`src/design/csps_pkg.sv`:
```
// types, constants and reset values for the calendar slot pump scheduler
package csps_pkg;

  localparam int SLOTS_PER_PUMP = 8;
  localparam int NUM_SLOTS      = 2 * SLOTS_PER_PUMP;
  localparam int ADDR_W         = (NUM_SLOTS > 1) ? $clog2(NUM_SLOTS) : 1;
  localparam int SCAN_W         = (SLOTS_PER_PUMP > 1) ? $clog2(SLOTS_PER_PUMP) : 1;

  localparam logic [11:0] MIN_PER_DAY  = 12'd1440;
  localparam logic [10:0] MAX_DURATION = 11'd1440;
  localparam logic [10:0] MIN_PER_HOUR = 11'd60;
  localparam logic [6:0]  WDAY_ALL     = 7'h7F;
  localparam logic [11:0] MON_ALL      = 12'h0FFF;
  localparam logic [2:0]  LAST_WDAY    = 3'd6;
  localparam logic [3:0]  LAST_MONTH   = 4'd11;

  localparam logic [1:0] MODE_TICK   = 2'd0;
  localparam logic [1:0] MODE_WRITE  = 2'd1;
  localparam logic [1:0] MODE_MANUAL = 2'd2;

  typedef enum logic [1:0] {
    ORG_NONE   = 2'd0,
    ORG_SCHED  = 2'd1,
    ORG_MANUAL = 2'd2
  } origin_t;

  typedef enum logic [1:0] {
    ST_IDLE,
    ST_READ,
    ST_EVAL,
    ST_OUT
  } state_t;

  typedef struct packed {
    logic        en;
    logic [10:0] start;
    logic [10:0] dur;
    logic [6:0]  spd;
    logic [30:0] dmask;
    logic [11:0] mmask;
    logic [6:0]  wmask;
  } slot_t;

  localparam slot_t SLOT_DEFAULT = '{
    en:    1'b0,
    start: 11'(6 * MIN_PER_HOUR),
    dur:   11'd10,
    spd:   7'd100,
    dmask: 31'd0,
    mmask: MON_ALL,
    wmask: WDAY_ALL
  };

endpackage

```
`src/design/calendar_slot_pump_scheduler.sv`:
```
// Calendar slot pump scheduler, top level. Write and manual words are taken while idle. A
// tick word with time_valid set scans each pump's slot table through one shared window
// evaluator, each slot taking a registered memory read and then an evaluation, stopping at
// the first matching slot, and then presents that pump's result word until it is taken.
// No new word is taken until both result words have gone out.
module calendar_slot_pump_scheduler (
  input  logic        clk,
  input  logic        rst,
  input  logic        cfg_we,
  input  logic        cfg_wdata,
  input  logic        in_valid,
  output logic        in_stall,
  input  logic [1:0]  mode,
  input  logic        pump,
  input  logic [2:0]  slot_index,
  input  logic        flag,
  input  logic [10:0] start_minute,
  input  logic [10:0] duration_min,
  input  logic [6:0]  speed_pct,
  input  logic [49:0] calendar_masks,
  input  logic [2:0]  now_weekday,
  input  logic [3:0]  now_month,
  input  logic [4:0]  now_day,
  input  logic [10:0] now_minute,
  output logic        out_valid,
  input  logic        out_stall,
  output logic        out_pump,
  output logic        driven,
  output logic        pump_on,
  output logic [6:0]  drive_speed,
  output logic        state_changed,
  output logic        last
);

  csps_pkg::state_t state, state_next;

  csps_pkg::slot_t mem [csps_pkg::NUM_SLOTS];
  csps_pkg::slot_t rd_slot, cur_slot, wr_word;
  logic [csps_pkg::NUM_SLOTS-1:0] slot_valid;
  logic rd_valid;
  logic [csps_pkg::ADDR_W-1:0] rd_addr, wr_addr;
  logic [csps_pkg::SCAN_W-1:0] scan_cnt;
  logic [6:0] wr_full;
  logic wr_en, accept, is_tick, scan_last, hit, finish, out_take;

  logic time_valid;
  logic pump_sel;
  logic tk_flag;
  logic [2:0] tk_wday;
  logic [3:0] tk_mon;
  logic [4:0] tk_day;
  logic [10:0] tk_now;

  csps_pkg::origin_t origin [2];
  logic [1:0] prev_want, on_st;

  logic [11:0] end_min;
  logic day_ok, win_ok;
  logic want;
  csps_pkg::origin_t org_mid;
  logic drive;

  assign accept   = in_valid && !in_stall;
  assign is_tick  = (mode == csps_pkg::MODE_TICK) && time_valid;
  assign wr_full  = 7'(slot_index) + (pump ? 7'(csps_pkg::SLOTS_PER_PUMP) : 7'd0);
  assign wr_addr  = wr_full[csps_pkg::ADDR_W-1:0];
  assign wr_en    = accept && (mode == csps_pkg::MODE_WRITE) &&
                    (7'(slot_index) < 7'(csps_pkg::SLOTS_PER_PUMP));
  assign cur_slot = rd_valid ? rd_slot : csps_pkg::SLOT_DEFAULT;
  assign scan_last = (scan_cnt == csps_pkg::SCAN_W'(csps_pkg::SLOTS_PER_PUMP - 1));

  always_comb begin
    wr_word       = '0;
    wr_word.en    = flag;
    wr_word.start = start_minute;
    wr_word.dur   = (duration_min > csps_pkg::MAX_DURATION) ? csps_pkg::MAX_DURATION
                                                             : duration_min;
    wr_word.spd   = speed_pct;
    wr_word.wmask = calendar_masks[6:0];
    wr_word.mmask = calendar_masks[18:7];
    wr_word.dmask = calendar_masks[49:19];
  end

  // shared window evaluator
  always_comb begin
    end_min = {1'b0, cur_slot.start} + {1'b0, cur_slot.dur};
    day_ok  = (cur_slot.dmask == '0) ||
              ((tk_day != 5'd0) && cur_slot.dmask[5'(tk_day - 5'd1)]);
    if (end_min <= csps_pkg::MIN_PER_DAY) begin
      win_ok = (tk_now >= cur_slot.start) && ({1'b0, tk_now} < end_min);
    end else begin
      win_ok = (tk_now >= cur_slot.start) ||
               ({1'b0, tk_now} < (end_min - csps_pkg::MIN_PER_DAY));
    end
    hit = cur_slot.en &&
          (tk_wday <= csps_pkg::LAST_WDAY) && cur_slot.wmask[tk_wday] &&
          (tk_mon <= csps_pkg::LAST_MONTH) && cur_slot.mmask[tk_mon] &&
          day_ok && win_ok;
  end

  // pump decision once the scan ends
  always_comb begin
    want    = hit;
    org_mid = (want != prev_want[pump_sel]) ? csps_pkg::ORG_NONE : origin[pump_sel];
    drive   = !tk_flag && (org_mid != csps_pkg::ORG_MANUAL);
  end

  always_comb begin
    state_next = state;
    in_stall   = 1'b1;
    out_valid  = 1'b0;
    finish     = 1'b0;
    out_take   = 1'b0;
    unique case (state)
      csps_pkg::ST_IDLE: begin
        in_stall = 1'b0;
        if (in_valid && is_tick) state_next = csps_pkg::ST_READ;
      end
      csps_pkg::ST_READ: begin
        state_next = csps_pkg::ST_EVAL;
      end
      csps_pkg::ST_EVAL: begin
        finish = hit || scan_last;
        state_next = finish ? csps_pkg::ST_OUT : csps_pkg::ST_READ;
      end
      csps_pkg::ST_OUT: begin
        out_valid = 1'b1;
        out_take  = !out_stall;
        if (!out_stall) state_next = pump_sel ? csps_pkg::ST_IDLE : csps_pkg::ST_READ;
      end
      default: state_next = csps_pkg::ST_IDLE;
    endcase
  end

  always_ff @(posedge clk) begin
    if (rst) state <= csps_pkg::ST_IDLE;
    else     state <= state_next;
  end

  // slot memory
  always_ff @(posedge clk) begin
    if (wr_en) mem[wr_addr] <= wr_word;
    rd_slot <= mem[rd_addr];
  end

  always_ff @(posedge clk) begin
    if (rst) begin
      slot_valid <= '0;
    end else if (wr_en) begin
      slot_valid[wr_addr] <= 1'b1;
    end
    rd_valid <= slot_valid[rd_addr];
  end

  always_ff @(posedge clk) begin
    if (rst) begin
      time_valid <= 1'b0;
    end else if (cfg_we) begin
      time_valid <= cfg_wdata;
    end
  end

  // sequencer datapath
  always_ff @(posedge clk) begin
    if (accept && is_tick) begin
      tk_flag  <= flag;
      tk_wday  <= now_weekday;
      tk_mon   <= now_month;
      tk_day   <= now_day;
      tk_now   <= now_minute;
      pump_sel <= 1'b0;
      rd_addr  <= '0;
      scan_cnt <= '0;
    end else if (state == csps_pkg::ST_EVAL && !finish) begin
      rd_addr  <= rd_addr + csps_pkg::ADDR_W'(1);
      scan_cnt <= scan_cnt + csps_pkg::SCAN_W'(1);
    end else if (out_take && !pump_sel) begin
      pump_sel <= 1'b1;
      rd_addr  <= csps_pkg::ADDR_W'(csps_pkg::SLOTS_PER_PUMP);
      scan_cnt <= '0;
    end
  end

  // pump control state
  always_ff @(posedge clk) begin
    if (rst) begin
      origin[0] <= csps_pkg::ORG_NONE;
      origin[1] <= csps_pkg::ORG_NONE;
      prev_want <= '0;
      on_st     <= '0;
    end else if (accept && mode == csps_pkg::MODE_MANUAL) begin
      origin[pump] <= csps_pkg::ORG_MANUAL;
      on_st[pump]  <= flag;
    end else if (state == csps_pkg::ST_EVAL && finish) begin
      prev_want[pump_sel] <= want;
      origin[pump_sel]    <= drive ? csps_pkg::ORG_SCHED : org_mid;
      if (drive) on_st[pump_sel] <= want;
    end
  end

  // result word
  always_ff @(posedge clk) begin
    if (state == csps_pkg::ST_EVAL && finish) begin
      out_pump      <= pump_sel;
      driven        <= drive;
      pump_on       <= drive ? want : on_st[pump_sel];
      drive_speed   <= (drive && want) ? cur_slot.spd : 7'd0;
      state_changed <= drive && (on_st[pump_sel] != want);
      last          <= pump_sel;
    end
  end

endmodule

```
`config.mk`:
```
export PLATFORM = sky130hd
export DESIGN_NAME = calendar_slot_pump_scheduler
export DESIGN_NICKNAME = d
export VERILOG_FILES = /design/src/design/csps_pkg.sv /design/src/design/calendar_slot_pump_scheduler.sv
export SDC_FILE = /design/constraint.sdc
export NUM_CORES = 1
export LEC_CHECK = 0
export BUFFER_PORTS_ARGS = -buffer_cell sky130_fd_sc_hd__buf_2
export CORE_MARGIN = 2
export CORE_UTILIZATION = 62
export DETAILED_ROUTE_END_ITERATION = 10
export GPL_TIMING_DRIVEN = 0
export PLACE_DENSITY = 0.81
export SETUP_SLACK_MARGIN = 0.3
export SLEW_MARGIN = 30
export SYNTH_ARGS = -nofsm -noshare
export SYNTH_HDL_FRONTEND = slang
export SYNTH_SLANG_ARGS = --single-unit
```
`constraint.sdc`:
```
create_clock -name clk -period 10.59 [get_ports clk]
set_clock_uncertainty 0.05 [all_clocks]
set_input_delay 1.059 -clock clk [delete_from_list [all_inputs] [get_ports clk]]
set_output_delay 1.059 -clock clk [all_outputs]
set_load 0.005 [all_outputs]
```
==> impl_metrics.env <==
export IMPL_initial_utilization=0.626
export IMPL_final_cell_mix="sky130_fd_sc_hd__edfxtp_1 (1319), sky130_fd_sc_hd__mux2i_1 (256), sky130_fd_sc_hd__o21ai_0 (180)"
export IMPL_chipWidth_um=303
export IMPL_insertion_delay_ns=0.76
export IMPL_nature_of_the_critical_path_endpoint="register"
export IMPL_final_common_cell="sky130_fd_sc_hd__edfxtp_1"
export IMPL_post_layout_utilization_of_the_core=0.727
export IMPL_gp_congestion=0.890
export IMPL_global_route_peak_usage_layer="met2"
export IMPL_cts_root_to_sink_buffers=3
export IMPL_worst_hold_path_type="register to register"
export IMPL_power_density_cell_area_nw_per_um2=247
export IMPL_cts_hold_buffers=0
export IMPL_worstSetupStartpointType="register"
export IMPL_dr_first_iter_drc_count=5342
export IMPL_cts_root_buf="sky130_fd_sc_hd__clkbuf_16"
export IMPL_seq_area_um2=41900
export IMPL_startpoint_of_the_most_critical_hold_path="on_st[1]$_SDFFE_PP0P_"
export IMPL_fin_worst_hold_slack_ns=0.418
export IMPL_wire_length_of_the_first_global_routing_pass_um=209000
export IMPL_num_rows=109
export IMPL_cts_tree="built"
export IMPL_place_hpwl_um=91500
export IMPL_syn2layout_area_growth_pct=16.2
export IMPL_maximum_number_of_pins_on_one_net_before_global_route_repair=20
export IMPL_cp_data_required_time_ns=11.18
export IMPL_post_cts_resized=0
export IMPL_postCtsSetupBuffers=0
export IMPL_design_die_area_um2=91600
export IMPL_power_leakage_nw=21.6
export IMPL_synth_ff_latch_count=1432
export IMPL_async_reset_ff_frac=0
export IMPL_ctsHtreeMaxLevel=4
export IMPL_critPathLaunch="rd_valid$_DFF_P_"
export IMPL_final_fill_count=4804
export IMPL_ir_worst_vdd_mv=0.258
export IMPL_boundaryPins=129
export IMPL_wl_per_cell_um=31.1
export IMPL_multi_input_comb_area_um2=12900
export IMPL_postLayoutSetupSlackWorst_ns=3.97
export IMPL_worst_setup_hold_path_clk_slew_ns=0.07
export IMPL_fmax_ghz=0.151
export IMPL_pins_over_slew_limit=0
export IMPL_place_area_um2=59800
export IMPL_timing_max_slew_rel_slack=0.269
export IMPL_critical_path_fanouts_max=10
export IMPL_pre_cts_slack_ns=4.17
export IMPL_portBuffers=128
export IMPL_timing_worst_setup_path_type="register to register"
export IMPL_netlist_area_um2=55300
export IMPL_finalHoldViolCount=0
export IMPL_synth_warnings=0
export IMPL_grt_overflow=0
export IMPL_synth_avg_cell_area_um2=18.5
export IMPL_core_area_um2=88400
export IMPL_post_route_cell_area_um2=64300
export IMPL_grt_util_met3=0.0768
export IMPL_finalCriticalPeriod_ns=6.62
export IMPL_worst_pin_slew_ns=1.10
export IMPL_crit_arrival_ns=7.21
export IMPL_route_vias_total=32000
export IMPL_postRouteWirelength_um=145000
export IMPL_synth_enable_flop_cells=1319
export IMPL_crit_reg2reg_launch="rd_valid$_DFF_P_"
export IMPL_firstDrtPassIters=6
export IMPL_cts_buffers=139
export IMPL_number_of_max_capacitance_violations_reported=0
export IMPL_gr_usage_all_layers=0.318
export IMPL_setup_viol=0
export IMPL_die_height_um=303
export IMPL_status="finished, final reports clean"
export IMPL_commonest_register_cell_after_synthesis="sky130_fd_sc_hd__edfxtp_1"
export IMPL_clock_sink_count=1432
export IMPL_groute_layer_met2_usage=0.506
export IMPL_final_nets=3538
export IMPL_drc=0
export IMPL_avgViaCountPerCell=6.85
export IMPL_initial_antenna_violation_count=19
export IMPL_grt_pass1_vias=32200
export IMPL_fraction_of_final_layout_cells_sized_beyond_drive_strength_1=0.219
export IMPL_netlist_instances=2986
export IMPL_synth_seq_area_share=0.757
export IMPL_timing_final_crit_share=0.625
export IMPL_synth_net_count=3145
export IMPL_grtUsageMet1=0.415
export IMPL_synth_unique_cells=67
export IMPL_unrepaired_setup_endpoints_after_global_routing="false"
export IMPL_drtAntennaViolNets=0
[kinds of logic (layout without fill, tap and decap cells)]
kind of cell	after synthesis	in the layout	share of synthesized area
DFF	1432	1432	0.757
muxes	513	513	0.134
AOI/OAI and AO/OA	508	508	0.0592
and+or+nand+nor	288	288	0.0244
buffers and inverters	183	687	0.0126
adders and majority gates	45	45	0.0103
xor gates and xnor gates	17	17	0.00269
other	0	14	0
[state kept, by name, indices dropped and copies added, names as in the netlist, 2 cells and up, named ones only]
name,cells
tk_day,5
scan_cnt,3
rd_slot,80
prev_want,2
rd_addr,4
on_st,2
tk_wday,3
drive_speed,7
tk_now,11
origin,4
mem,1280
slot_valid,16
state,2
tk_mon,4
[layer usage]
layer | vias up | share of wire
met1 | 15900 | 0.34
met4 | 12 | 0.048
met3 | 493 | 0.13
li1 | 12900 | -
met5 | - | 0.00041
met2 | 2625 | 0.48
[cell usage after synthesis (2+ instances only)]
| library cell | number | area share |
|---|---|---|
| sky130_fd_sc_hd__inv_1 | 36 | 0.0024 |
| sky130_fd_sc_hd__edfxtp_1 | 1319 | 0.72 |
| sky130_fd_sc_hd__or2_2 | 2 | 0.00023 |
| sky130_fd_sc_hd__a32oi_1 | 2 | 0.00032 |
| sky130_fd_sc_hd__nor3_1 | 11 | 0.0010 |
| sky130_fd_sc_hd__nor2b_1 | 8 | 0.00090 |
| sky130_fd_sc_hd__o31ai_1 | 2 | 0.00027 |
| sky130_fd_sc_hd__xnor2_1 | 8 | 0.0013 |
| sky130_fd_sc_hd__nor4_1 | 8 | 0.00090 |
| sky130_fd_sc_hd__o2111ai_1 | 2 | 0.00032 |
| sky130_fd_sc_hd__nand2b_1 | 17 | 0.0019 |
| sky130_fd_sc_hd__and3_1 | 5 | 0.00057 |
| sky130_fd_sc_hd__nor3b_1 | 3 | 0.00041 |
| sky130_fd_sc_hd__nor2_1 | 69 | 0.0047 |
| sky130_fd_sc_hd__o211ai_1 | 3 | 0.00041 |
| sky130_fd_sc_hd__clkbuf_1 | 110 | 0.0075 |
| sky130_fd_sc_hd__buf_1 | 34 | 0.0023 |
| sky130_fd_sc_hd__nand4_1 | 4 | 0.00045 |
| sky130_fd_sc_hd__mux2_2 | 84 | 0.017 |
| sky130_fd_sc_hd__a21oi_1 | 106 | 0.0096 |
| sky130_fd_sc_hd__a2111oi_0 | 3 | 0.00048 |
| sky130_fd_sc_hd__nand2_1 | 116 | 0.0079 |
| sky130_fd_sc_hd__a31oi_1 | 3 | 0.00034 |
| sky130_fd_sc_hd__a21o_1 | 9 | 0.0012 |
| sky130_fd_sc_hd__a221o_1 | 2 | 0.00036 |
| sky130_fd_sc_hd__a221oi_1 | 82 | 0.013 |
| sky130_fd_sc_hd__xor2_1 | 9 | 0.0014 |
| sky130_fd_sc_hd__o21ai_0 | 180 | 0.016 |
| sky130_fd_sc_hd__nand3b_1 | 5 | 0.00068 |
| sky130_fd_sc_hd__and2_1 | 20 | 0.0023 |
| sky130_fd_sc_hd__dfxtp_1 | 113 | 0.041 |
| sky130_fd_sc_hd__mux4_2 | 173 | 0.070 |
| sky130_fd_sc_hd__o211a_1 | 3 | 0.00054 |
| sky130_fd_sc_hd__nand3_1 | 11 | 0.0010 |
| sky130_fd_sc_hd__mux2i_1 | 256 | 0.046 |
| sky130_fd_sc_hd__ha_1 | 43 | 0.0097 |
| sky130_fd_sc_hd__a32o_1 | 3 | 0.00054 |
| sky130_fd_sc_hd__a2111oi_1 | 2 | 0.00036 |
| sky130_fd_sc_hd__or3_1 | 4 | 0.00045 |
| sky130_fd_sc_hd__o21a_1 | 7 | 0.00095 |
| sky130_fd_sc_hd__a211oi_1 | 2 | 0.00027 |
| sky130_fd_sc_hd__a22oi_1 | 82 | 0.011 |
[power by group]
part           switching [W]  internal, W  leakage, nW
logic                0.00276      0.00169         6.58
registers           0.000160      0.00638         12.8
clock network        0.00209      0.00278         2.17
[layout make-up]
type | instances | area share
tap | 1165 | 0.0227
multi-input combinational | 1371 | 0.200
sequential | 1432 | 0.651
inverter | 36 | 0.00210
clock inverter | 68 | 0.00979
buffer | 147 | 0.00934
clock buffer | 184 | 0.0593
timing repair buffer | 252 | 0.0445
antenna | 14 | 0.000545
[critical path: stages (launching register included)]
cell and delay (ns):
sky130_fd_sc_hd__dfxtp_1 0.47, sky130_fd_sc_hd__clkbuf_1 0.75, sky130_fd_sc_hd__clkbuf_1 0.33, sky130_fd_sc_hd__and2_1 0.21, sky130_fd_sc_hd__ha_1 0.18, sky130_fd_sc_hd__inv_1 0.06
sky130_fd_sc_hd__fa_1 0.44, sky130_fd_sc_hd__nand2b_1 0.20, sky130_fd_sc_hd__a21bo_2 0.24, sky130_fd_sc_hd__nand2_1 0.08, sky130_fd_sc_hd__xnor2_1 0.17, sky130_fd_sc_hd__ha_1 0.28
sky130_fd_sc_hd__o31a_1 0.36, sky130_fd_sc_hd__nor2_1 0.15, sky130_fd_sc_hd__ha_1 0.27, sky130_fd_sc_hd__a21o_1 0.16, sky130_fd_sc_hd__a21o_1 0.17, sky130_fd_sc_hd__a211o_1 0.25
sky130_fd_sc_hd__nand2_1 0.10, sky130_fd_sc_hd__nor4_2 0.06, sky130_fd_sc_hd__nor3b_4 0.46, sky130_fd_sc_hd__or3_1 0.18, sky130_fd_sc_hd__clkbuf_1 0.45, sky130_fd_sc_hd__xor2_1 0.16
sky130_fd_sc_hd__nor3_1 0.27
[path summary, 6_finish.rpt]
check | cells past startpoint | slack [ns] | to
max | 24 | 3.97 | rd_addr[0]$_SDFFE_PP0P_
min reg2reg | 2 | 0.42 | on_st[1]$_SDFFE_PP0P_
max reg2reg | 24 | 3.97 | rd_addr[0]$_SDFFE_PP0P_
min | 2 | 0.42 | on_st[1]$_SDFFE_PP0P_
[through the flow]
stage	power, W	TNS, ns	cells
2_1_floorplan	0.00941	0	2986
3_3_place_gp	0.0107	-1012.76	4279
3_5_place_dp	0.0109	0	4402
4_1_cts	0.0157	0	4654
5_1_grt	0.0163	0	4664
6_report	0.0159	0	4669
Note: power is estimated with default switching activity, not from simulation.
